===== config.mk =====
export PLATFORM = sky130hd
export DESIGN_NAME = sorted_priority_queue_core
export DESIGN_NICKNAME = d
export VERILOG_FILES = /design/src/hw/rtl/spq_pkg.sv /design/src/hw/rtl/spq_cell.sv /design/src/hw/rtl/spq_ctrl.sv /design/src/hw/rtl/sorted_priority_queue_core.sv
export SDC_FILE = /design/constraint.sdc
export NUM_CORES = 2
export LEC_CHECK = 0
export BUFFER_PORTS_ARGS = -buffer_cell sky130_fd_sc_hd__buf_2
export CAP_MARGIN = 20
export CORE_MARGIN = 1.5
export CORE_UTILIZATION = 30
export CTS_BUF_LIST = sky130_fd_sc_hd__clkbuf_4
export DETAILED_ROUTE_END_ITERATION = 12
export GPL_TIMING_DRIVEN = 0
export SKIP_CTS_REPAIR_TIMING = 1
export SYNTH_ARGS = -nofsm -noshare
export SYNTH_HDL_FRONTEND = slang
export SYNTH_HIERARCHICAL = 1
export SYNTH_SLANG_ARGS = --single-unit

===== constraint.sdc =====
create_clock -name clock -period 29.3 [get_ports clock]
set_clock_uncertainty 0.1 [all_clocks]
set_input_delay 4.395 -clock clock [delete_from_list [all_inputs] [get_ports clock]]
set_output_delay 4.395 -clock clock [all_outputs]
set_load 0.02 [all_outputs]

===== src/hw/rtl/spq_pkg.sv =====
// Shared types and default sizes for the sorted priority queue.
// No dependencies; every other file of the block imports this package.
package spq_pkg;

   localparam int SPQ_DEPTH       = 16;
   localparam int SPQ_VALUE_WIDTH = 32;
   localparam int SPQ_PRIO_WIDTH  = 16;

   typedef enum logic [1:0] {
      MODE_INSERT   = 2'd0,
      MODE_DEQUEUE  = 2'd1,
      MODE_INCREASE = 2'd2,
      MODE_DECREASE = 2'd3
   } mode_type;

   typedef enum logic [1:0] {
      CELL_HOLD,
      CELL_REMOVE,
      CELL_INSERT,
      CELL_SET_HEAD
   } cell_action_type;

   // Broadcast to every cell of the row.
   typedef struct packed {
      cell_action_type action;
      logic            rm_head_only;
      logic            rm_any_pos;
      logic            ins_put;
   } cell_cmd_type;

   typedef enum logic [1:0] {
      ST_IDLE,
      ST_FIRST,
      ST_SECOND,
      ST_REPORT
   } state_type;

endpackage


===== src/hw/rtl/spq_cell.sv =====
// One slot of the sorted row: holds a value and a priority and trades them
// with its neighbours on remove and insert passes. Depends on spq_pkg.
module spq_cell #(
   parameter int INDEX       = 0,
   parameter int DEPTH       = spq_pkg::SPQ_DEPTH,
   parameter int VALUE_WIDTH = spq_pkg::SPQ_VALUE_WIDTH,
   parameter int PRIO_WIDTH  = spq_pkg::SPQ_PRIO_WIDTH
) (
   input  logic                         clock,
   input  spq_pkg::cell_cmd_type        cmd,
   input  logic [VALUE_WIDTH-1:0]       cmd_value,
   input  logic [PRIO_WIDTH-1:0]        cmd_prio,
   input  logic [$clog2(DEPTH+1)-1:0]   count,
   input  logic [VALUE_WIDTH-1:0]       left_value,
   input  logic [PRIO_WIDTH-1:0]        left_prio,
   input  logic [VALUE_WIDTH-1:0]       right_value,
   input  logic [PRIO_WIDTH-1:0]        right_prio,
   input  logic                         seen_in,
   output logic                         seen_out,
   output logic [VALUE_WIDTH-1:0]       value,
   output logic [PRIO_WIDTH-1:0]        prio
);
   import spq_pkg::*;

   localparam int CW = $clog2(DEPTH + 1);
   localparam logic [CW-1:0] IDX = CW'(INDEX);
   localparam bit IS_HEAD = (INDEX == 0);
   localparam bit IS_LAST = (INDEX == DEPTH - 1);

   logic [VALUE_WIDTH-1:0] value_ff, value_in;
   logic [PRIO_WIDTH-1:0]  prio_ff, prio_in;
   logic                   mark_ff, mark_in;
   logic                   valid, match, le, lt, rm_hit, ins_hit;

   always_comb begin
      valid = IDX < count;
      match = valid && (value_ff == cmd_value);
      le    = prio_ff <= cmd_prio;
      lt    = prio_ff < cmd_prio;

      if (cmd.rm_head_only) begin
         rm_hit = valid && IS_HEAD;
      end else begin
         rm_hit = match && (!IS_HEAD || cmd.rm_any_pos);
      end

      // A new entry only displaces the head when it is strictly more urgent.
      if (cmd.ins_put && IS_HEAD) begin
         ins_hit = valid && lt;
      end else begin
         ins_hit = valid && (cmd.ins_put || mark_ff) && le;
      end
   end

   always_comb begin
      seen_out = seen_in;
      value_in = value_ff;
      prio_in  = prio_ff;
      mark_in  = mark_ff;
      unique case (cmd.action)
         CELL_HOLD: begin
         end
         CELL_REMOVE: begin
            // Every slot from the removed one onwards pulls from its right.
            seen_out = seen_in || rm_hit;
            mark_in  = seen_in || rm_hit;
            if ((seen_in || rm_hit) && !IS_LAST) begin
               value_in = right_value;
               prio_in  = right_prio;
            end
         end
         CELL_INSERT: begin
            seen_out = seen_in || ins_hit;
            if (!seen_in && (ins_hit || IDX == count)) begin
               value_in = cmd_value;
               prio_in  = cmd_prio;
            end else if (seen_in && IDX <= count) begin
               value_in = left_value;
               prio_in  = left_prio;
            end
         end
         CELL_SET_HEAD: begin
            if (IS_HEAD) begin
               prio_in = cmd_prio;
            end
         end
         default: begin
         end
      endcase
   end

   always_ff @(posedge clock) begin
      value_ff <= value_in;
      prio_ff  <= prio_in;
      mark_ff  <= mark_in;
   end

   assign value = value_ff;
   assign prio  = prio_ff;

endmodule


===== src/hw/rtl/spq_ctrl.sv =====
// Sequencer of the sorted priority queue: captures a word, drives the cell
// row through its remove and insert passes and keeps the entry count.
// Depends on spq_pkg.
module spq_ctrl #(
   parameter int DEPTH       = spq_pkg::SPQ_DEPTH,
   parameter int VALUE_WIDTH = spq_pkg::SPQ_VALUE_WIDTH,
   parameter int PRIO_WIDTH  = spq_pkg::SPQ_PRIO_WIDTH
) (
   input  logic                         clock,
   input  logic                         reset,
   input  logic                         req_valid,
   output logic                         req_ready,
   input  spq_pkg::mode_type            req_mode,
   input  logic [VALUE_WIDTH-1:0]       req_item_value,
   input  logic [PRIO_WIDTH-1:0]        req_item_priority,
   input  logic [VALUE_WIDTH-1:0]       head_value,
   input  logic                         found,
   input  logic                         out_free,
   output spq_pkg::cell_cmd_type        cmd,
   output logic [VALUE_WIDTH-1:0]       cmd_value,
   output logic [PRIO_WIDTH-1:0]        cmd_prio,
   output logic [$clog2(DEPTH+1)-1:0]   count,
   output logic                         report,
   output logic                         dropped
);
   import spq_pkg::*;

   localparam int CW = $clog2(DEPTH + 1);
   localparam logic [CW-1:0] FULL_COUNT = CW'(DEPTH);

   state_type              state_ff, state_in;
   mode_type               mode_ff, mode_in;
   logic [VALUE_WIDTH-1:0] value_ff, value_in;
   logic [PRIO_WIDTH-1:0]  prio_ff, prio_in;
   logic [CW-1:0]          count_ff, count_in;
   logic                   dropped_ff, dropped_in;
   logic                   full, head_match;

   assign full       = count_ff == FULL_COUNT;
   assign head_match = (count_ff != '0) && (head_value == value_ff);

   // Next state.
   always_comb begin
      state_in = state_ff;
      unique case (state_ff)
         ST_IDLE: begin
            if (req_valid) begin
               state_in = ST_FIRST;
            end
         end
         ST_FIRST: begin
            if ((mode_ff == MODE_INCREASE && count_ff != '0 && !head_match) ||
                (mode_ff == MODE_DECREASE && found)) begin
               state_in = ST_SECOND;
            end else begin
               state_in = ST_REPORT;
            end
         end
         ST_SECOND: begin
            state_in = ST_REPORT;
         end
         ST_REPORT: begin
            if (out_free) begin
               state_in = ST_IDLE;
            end
         end
         default: begin
            state_in = ST_IDLE;
         end
      endcase
   end

   // Outputs and datapath updates.
   always_comb begin
      cmd.action       = CELL_HOLD;
      cmd.rm_head_only = 1'b0;
      cmd.rm_any_pos   = 1'b0;
      cmd.ins_put      = 1'b0;
      count_in   = count_ff;
      dropped_in = dropped_ff;
      mode_in    = mode_ff;
      value_in   = value_ff;
      prio_in    = prio_ff;
      req_ready  = state_ff == ST_IDLE;
      report     = (state_ff == ST_REPORT) && out_free;

      if (req_ready && req_valid) begin
         mode_in    = req_mode;
         value_in   = req_item_value;
         prio_in    = req_item_priority;
         dropped_in = 1'b0;
      end

      unique case (state_ff)
         ST_FIRST: begin
            unique case (mode_ff)
               MODE_INSERT: begin
                  if (full) begin
                     dropped_in = 1'b1;
                  end else begin
                     cmd.action  = CELL_INSERT;
                     cmd.ins_put = 1'b1;
                     count_in    = count_ff + CW'(1);
                  end
               end
               MODE_DEQUEUE: begin
                  cmd.action       = CELL_REMOVE;
                  cmd.rm_head_only = 1'b1;
                  if (found) begin
                     count_in = count_ff - CW'(1);
                  end
               end
               MODE_INCREASE: begin
                  if (head_match) begin
                     cmd.action = CELL_SET_HEAD;
                  end else if (count_ff != '0) begin
                     cmd.action = CELL_REMOVE;
                     if (found) begin
                        count_in = count_ff - CW'(1);
                     end
                  end
               end
               MODE_DECREASE: begin
                  cmd.action     = CELL_REMOVE;
                  cmd.rm_any_pos = 1'b1;
                  if (found) begin
                     count_in = count_ff - CW'(1);
                  end
               end
               default: begin
               end
            endcase
         end
         ST_SECOND: begin
            // An increase reinserts like a new entry; a decrease reinserts from the slot it was taken out of onwards.
            if (full) begin
               dropped_in = 1'b1;
            end else begin
               cmd.action  = CELL_INSERT;
               cmd.ins_put = mode_ff == MODE_INCREASE;
               count_in    = count_ff + CW'(1);
            end
         end
         ST_IDLE, ST_REPORT: begin
         end
         default: begin
         end
      endcase
   end

   always_ff @(posedge clock) begin
      if (reset) begin
         state_ff   <= ST_IDLE;
         count_ff   <= '0;
         dropped_ff <= 1'b0;
      end else begin
         state_ff   <= state_in;
         count_ff   <= count_in;
         dropped_ff <= dropped_in;
      end
   end

   always_ff @(posedge clock) begin
      mode_ff  <= mode_in;
      value_ff <= value_in;
      prio_ff  <= prio_in;
   end

   assign cmd_value = value_ff;
   assign cmd_prio  = prio_ff;
   assign count     = count_ff;
   assign dropped   = dropped_ff;

endmodule


===== src/hw/rtl/sorted_priority_queue_core.sv =====
// Sorted priority queue built as a row of DEPTH cells and a small sequencer.
// rsp_valid is registered: it rises after the first pass, and after the reinsert pass when a
// key change needs one, once the report state finds the result register free.
// A new word is accepted only in the idle state, so each word's passes over the cell row
// and its report finish before the next word is taken.
// Reset clears the count, the sequencer and the result valid flag; slots and result data are not cleared.
module sorted_priority_queue_core #(
   parameter int DEPTH       = spq_pkg::SPQ_DEPTH,
   parameter int VALUE_WIDTH = spq_pkg::SPQ_VALUE_WIDTH,
   parameter int PRIO_WIDTH  = spq_pkg::SPQ_PRIO_WIDTH
) (
   input  logic                         clock,
   input  logic                         reset,
   input  logic                         req_valid,
   output logic                         req_ready,
   input  spq_pkg::mode_type            req_mode,
   input  logic [VALUE_WIDTH-1:0]       req_item_value,
   input  logic [PRIO_WIDTH-1:0]        req_item_priority,
   output logic                         rsp_valid,
   input  logic                         rsp_ready,
   output logic [VALUE_WIDTH-1:0]       rsp_head_value,
   output logic [PRIO_WIDTH-1:0]        rsp_head_priority,
   output logic [$clog2(DEPTH+1)-1:0]   rsp_entry_count,
   output logic                         rsp_is_empty,
   output logic                         rsp_dropped
);
   import spq_pkg::*;

   localparam int CW = $clog2(DEPTH + 1);

   cell_cmd_type           cmd;
   logic [VALUE_WIDTH-1:0] cmd_value;
   logic [PRIO_WIDTH-1:0]  cmd_prio;
   logic [CW-1:0]          count;
   logic                   report, dropped, out_free;
   logic [VALUE_WIDTH-1:0] cell_value [DEPTH];
   logic [PRIO_WIDTH-1:0]  cell_prio  [DEPTH];
   logic [DEPTH:0]         seen;

   logic                   rsp_valid_ff, rsp_valid_in;
   logic [VALUE_WIDTH-1:0] head_value_ff;
   logic [PRIO_WIDTH-1:0]  head_prio_ff;
   logic [CW-1:0]          count_ff;
   logic                   empty_ff, dropped_ff;

   assign out_free = !rsp_valid_ff || rsp_ready;
   assign seen[0]  = 1'b0;

   spq_ctrl #(
      .DEPTH       (DEPTH),
      .VALUE_WIDTH (VALUE_WIDTH),
      .PRIO_WIDTH  (PRIO_WIDTH)
   ) u_ctrl (
      .clock             (clock),
      .reset             (reset),
      .req_valid         (req_valid),
      .req_ready         (req_ready),
      .req_mode          (req_mode),
      .req_item_value    (req_item_value),
      .req_item_priority (req_item_priority),
      .head_value        (cell_value[0]),
      .found             (seen[DEPTH]),
      .out_free          (out_free),
      .cmd               (cmd),
      .cmd_value         (cmd_value),
      .cmd_prio          (cmd_prio),
      .count             (count),
      .report            (report),
      .dropped           (dropped)
   );

   for (genvar j = 0; j < DEPTH; j++) begin : g_cell
      spq_cell #(
         .INDEX       (j),
         .DEPTH       (DEPTH),
         .VALUE_WIDTH (VALUE_WIDTH),
         .PRIO_WIDTH  (PRIO_WIDTH)
      ) u_cell (
         .clock       (clock),
         .cmd         (cmd),
         .cmd_value   (cmd_value),
         .cmd_prio    (cmd_prio),
         .count       (count),
         .left_value  (cell_value[(j == 0) ? 0 : j - 1]),
         .left_prio   (cell_prio[(j == 0) ? 0 : j - 1]),
         .right_value (cell_value[(j == DEPTH - 1) ? j : j + 1]),
         .right_prio  (cell_prio[(j == DEPTH - 1) ? j : j + 1]),
         .seen_in     (seen[j]),
         .seen_out    (seen[j + 1]),
         .value       (cell_value[j]),
         .prio        (cell_prio[j])
      );
   end

   // Result register: loaded from the settled row once the passes are done.
   always_comb begin
      rsp_valid_in = rsp_valid_ff;
      if (report) begin
         rsp_valid_in = 1'b1;
      end else if (rsp_ready) begin
         rsp_valid_in = 1'b0;
      end
   end

   always_ff @(posedge clock) begin
      if (reset) begin
         rsp_valid_ff <= 1'b0;
      end else begin
         rsp_valid_ff <= rsp_valid_in;
      end
   end

   always_ff @(posedge clock) begin
      if (report) begin
         head_value_ff <= (count != '0) ? cell_value[0] : '0;
         head_prio_ff  <= (count != '0) ? cell_prio[0] : '0;
         count_ff      <= count;
         empty_ff      <= count == '0;
         dropped_ff    <= dropped;
      end
   end

   assign rsp_valid         = rsp_valid_ff;
   assign rsp_head_value    = head_value_ff;
   assign rsp_head_priority = head_prio_ff;
   assign rsp_entry_count   = count_ff;
   assign rsp_is_empty      = empty_ff;
   assign rsp_dropped       = dropped_ff;

`ifndef SYNTHESIS
   // The entry count moves by at most one slot per cycle.
   a_count_step: assert property (@(posedge clock) disable iff (reset)
      (count == $past(count)) || (count == $past(count) + 1'b1) ||
      (count + 1'b1 == $past(count)))
      else $error("entry count jumped by more than one");

   a_drop_full: assert property (@(posedge clock) disable iff (reset)
      (rsp_valid && rsp_dropped) |-> (rsp_entry_count == CW'(DEPTH)))
      else $error("word dropped while the store had room");

   a_busy_after_accept: assert property (@(posedge clock) disable iff (reset)
      (req_valid && req_ready) |=> !req_ready)
      else $error("new word taken while the row was still busy");
`endif

endmodule


==> summary.md <==
| Metric | Value |
|---|---|
| Ratio of cells with drive above 1 in the final layout | 0.132 |
| Num Clock Sinks | 898 |
| H-tree levels | 5 |
| Leakage | between 20 and 30 nW |
| Hold Violations, Final | 0 |
| Clk Latency, worst-skew pair | 1.38 ns |
| FF+latch count, synth | 898 |
| Non-Filler Instances | ~11,000 |
| Iter 0 DRT Violations | 9,800 |
| # setup viols final | 0 |
| Number of enable flip-flop cells after synthesis | 889 |
| Clock tree buffer depth | 4 |
| Final non-filler cell area | 0.0810 mm2 |
| Max-Cap Viols | 0 |
| Slew headroom | 0.220 |
| Crit path kind | reg2reg |
| Synth-to-Final Area Change | 16.7% |
| Slew @ Worst Pin | around 1.1 ns |
| Crit path max-delay cell type | edfxtp_1 |
| Crit. Startpoint | u_ctrl/cmd_value[8] |
| Fmax achieved | 0.0427 GHz |
| Drt pass-1 iters | 9 |
| Synth cell types | roughly 110 |
| CTS tree | done |
| Crit path time final | about 23 ns |
| Die height | 484 um |
| Syn_nets | 8,041 |
| CTS buffer count | 285 |
| Drt wl/cell | about 26 um |
| Largest net degree at the start of global routing | 40 |
| Root buf cell | clkbuf_4 |
| Flop2flop setup slack | 5.86 ns |
| Overall power | 7.66 mW |
| All-Layer GR Usage | 0.245 |
| Top Ports | 111 |
| Status | completed |
| PwrDens | 94.6 mW/mm2 |
| WL final | between 300,000 and 400,000 um |
| VDD IR max | around 50 uV |
| Worst hold margin | 0.344 ns |
| Gate Count Post-Synth | 7,690 |
| Grt total ovfl | 0 |
| Initial Utilization | 0.302 |
| Vias per cell | between 6 and 7 |
| Full die area | 0.234 mm2 |
| Hold Path End | rsp_dropped |
| GP Congestion | 0.978 |
| Cell count of the worst reg-to-reg path | 70 |
| CP Capture Type | flip-flop |
| Layout Nets | 8,589 |
| Synth warn | 6 |
| Synth Cell Area | 0.0695 mm2 |
| # port buffers | between 100 and 150 |
| Vias in the first global route | 66,200 |
| Post-route ant nets | 0 |
| DP Cell Count | 11,000 |
| Clock-pin transition on the worst setup and hold timing paths | 0.06 ns |
| Hold Startpoint | u_ctrl/dropped |
| RR Startpoint | u_ctrl/cmd_value[8] |
| HP Class | reg2reg |
| Tcrit/Tclk final | 0.800 |
| Core area | 0.230 mm2 |
| Setup Total Neg Slack | 0 ns |
| Max incr delay on CP | 1.00 ns |
| FP Rows | approximately 180 |
| Worst r2r dst | g_cell[15].u_cell/value[14] |
| Pins Over Slew Limit | 0 |
| Critical path peak fanout | 25 |
| DRC | 0 |
| Hold depth | 0 |
| Die width | 484 um |
| Area of placed instances | about 0.08 mm2 |
| HPWL Detailed | between 200,000 and 250,000 um |
| Filler Cell Count | 23,400 |
| WP data required | 30.11 ns |
| Asr flop ratio synth | 0 |
| Initial antenna violation count | 11 |
| DR vias | between 60,000 and 70,000 |
| Mean Syn Cell Area | 9.03 um2 |
| Main synth FF type | edfxtp_1 |
| Sequential-to-total area share from yosys stat | 0.387 |
| Startpoint Class | flip-flop |
| Global-route wire length before repair | 437,000 um |
| Worst EP arrival | about 24 ns |
| CP most frequent cell | clkbuf_1 |
| RSZ-0062 raised after global routing | no |
[area by class of cell]
cell class / instances / area [um2] / share of cell area
Inverter: 335 / 1260 / 0.0155
Timing Repair Buffer: 261 / 4250 / 0.0524
Antenna cell: 9 / 22.5 / 0.000278
Buffer: 643 / 3180 / 0.0393
Multi-Input combinational cell: 5814 / 38400 / 0.473
Clock inverter: 79 / 398 / 0.00491
Sequential cell: 898 / 26900 / 0.332
Tap cell: 3026 / 3790 / 0.0467
Clock buffer: 383 / 2880 / 0.0355
[how the worst max path moves through the flow]
stage | to | slack [ns] | depth (start not counted)
floorplan | g_cell[15].u_cell/prio[0] | 12.70 | 67
global placement | g_cell[15].u_cell/value[16] | 0.67 | 64
detailed placement | u_ctrl/count[4] | 7.30 | 72
CTS | g_cell[15].u_cell/value[14] | 7.08 | 69
global route | u_ctrl/count[4] | 5.33 | 75
finish | g_cell[15].u_cell/value[14] | 5.86 | 70
[state kept, by name, summed over array words and instances, names as in the netlist, 16 cells and up]
name and count:
g_cell.u_cell/value 512, g_cell.u_cell/prio 256, rsp_head_value 32, u_ctrl/cmd_value 32, g_cell.u_cell/mark_ff 16, rsp_head_priority 16, u_ctrl/cmd_prio 16
[metal layers]
| layer | track usage | vias to the layer above | wire [um] |
|---|---|---|---|
| met5 | 0.00122 | - | 34 |
| met4 | 0.128 | 6 | 16500 |
| met3 | 0.0556 | 1107 | 34700 |
| met2 | 0.383 | 4985 | 134000 |
| met1 | 0.315 | 33100 | 116000 |
| li1 | - | 29800 | - |
[where the power goes]
part           total (mW)  switching, mW  internal, mW  leakage [nW]
logic                3.74           2.38          1.36          19.1
registers            2.66          0.650          2.01          8.18
clock network        1.27          0.639         0.628          1.96
total                7.66           3.67          3.99          29.2
[per-stage QoR]
stage,utilization,worst slack [ns]
2_1_floorplan,-,12.70
5_1_grt,0.352,5.33
4_1_cts,0.352,7.08
3_5_place_dp,0.338,7.30
3_3_place_gp,0.321,0.666
6_report,0.352,5.86
[cells in the final DEF (no fill, tap or decap), types with 54 or more instances in the layout]
master and count:
edfxtp_1 889, nor2_1 652, nand3_1 522, nand2_1 481, clkbuf_1 465, nand4_1 415
a21oi_1 408, clkbuf_4 383, o21ai_0 350, inv_1 330, nor2b_1 323, xnor2_1 321
ha_1 297, a31oi_1 259, xor2_1 214, buf_2 166, or3_1 156, and3_1 143
buf_16 110, nor3_1 101, mux2i_1 101, o21ai_1 92, o211ai_1 70, nor4_1 69
clkinv_1 65, buf_6 62, nand3b_1 54, o2111ai_1 54
[logic make-up after synthesis]
group                    after synthesis  synth area share
buffers and inverters                978            0.0639
adder cells (fa/ha/maj)              297            0.0535
AO/OA/AOI/OAI                       1714             0.165
other                                  1         0.0000540
AND/OR/NAND/NOR                     3117             0.239
flip-flops                           898             0.387
XOR/XNOR                             535            0.0675
multiplexers                         150            0.0236
[synthesized netlist by cell type (54+ instances only)]
cell type	n	area, um2
o21ai_1	92	460
mux2i_1	101	1010
clkbuf_1	465	1750
nor2b_1	323	2020
a31oi_1	259	1620
edfxtp_1	889	26700
ha_1	297	3720
nand3_1	522	2610
o21ai_0	350	1750
o2111ai_1	54	473
nand4_1	415	2600
nor3_1	102	510
and3_1	143	895
inv_1	331	1240
buf_6	58	653
or3_1	156	976
nand2_1	481	1810
nor2_1	655	2460
nand3b_1	54	405
o211ai_1	70	526
a21oi_1	414	2070
a211oi_1	58	435
buf_2	56	280
xnor2_1	321	2810
nor4_1	69	432
xor2_1	214	1870
[critical path, delay by kind of cell, from the launching register on]
| kind | cells | cell delay, ns |
|---|---|---|
| and+or+nand+nor | 13 | 3.18 |
| DFF | 1 | 1.00 |
| buffers and inverters | 25 | 9.76 |
| AOI/OAI and AO/OA | 30 | 8.48 |
| adders and majority gates | 1 | 0.23 |
| xor gates and xnor gates | 1 | 0.13 |
Note: power is estimated with default switching activity, not from simulation.
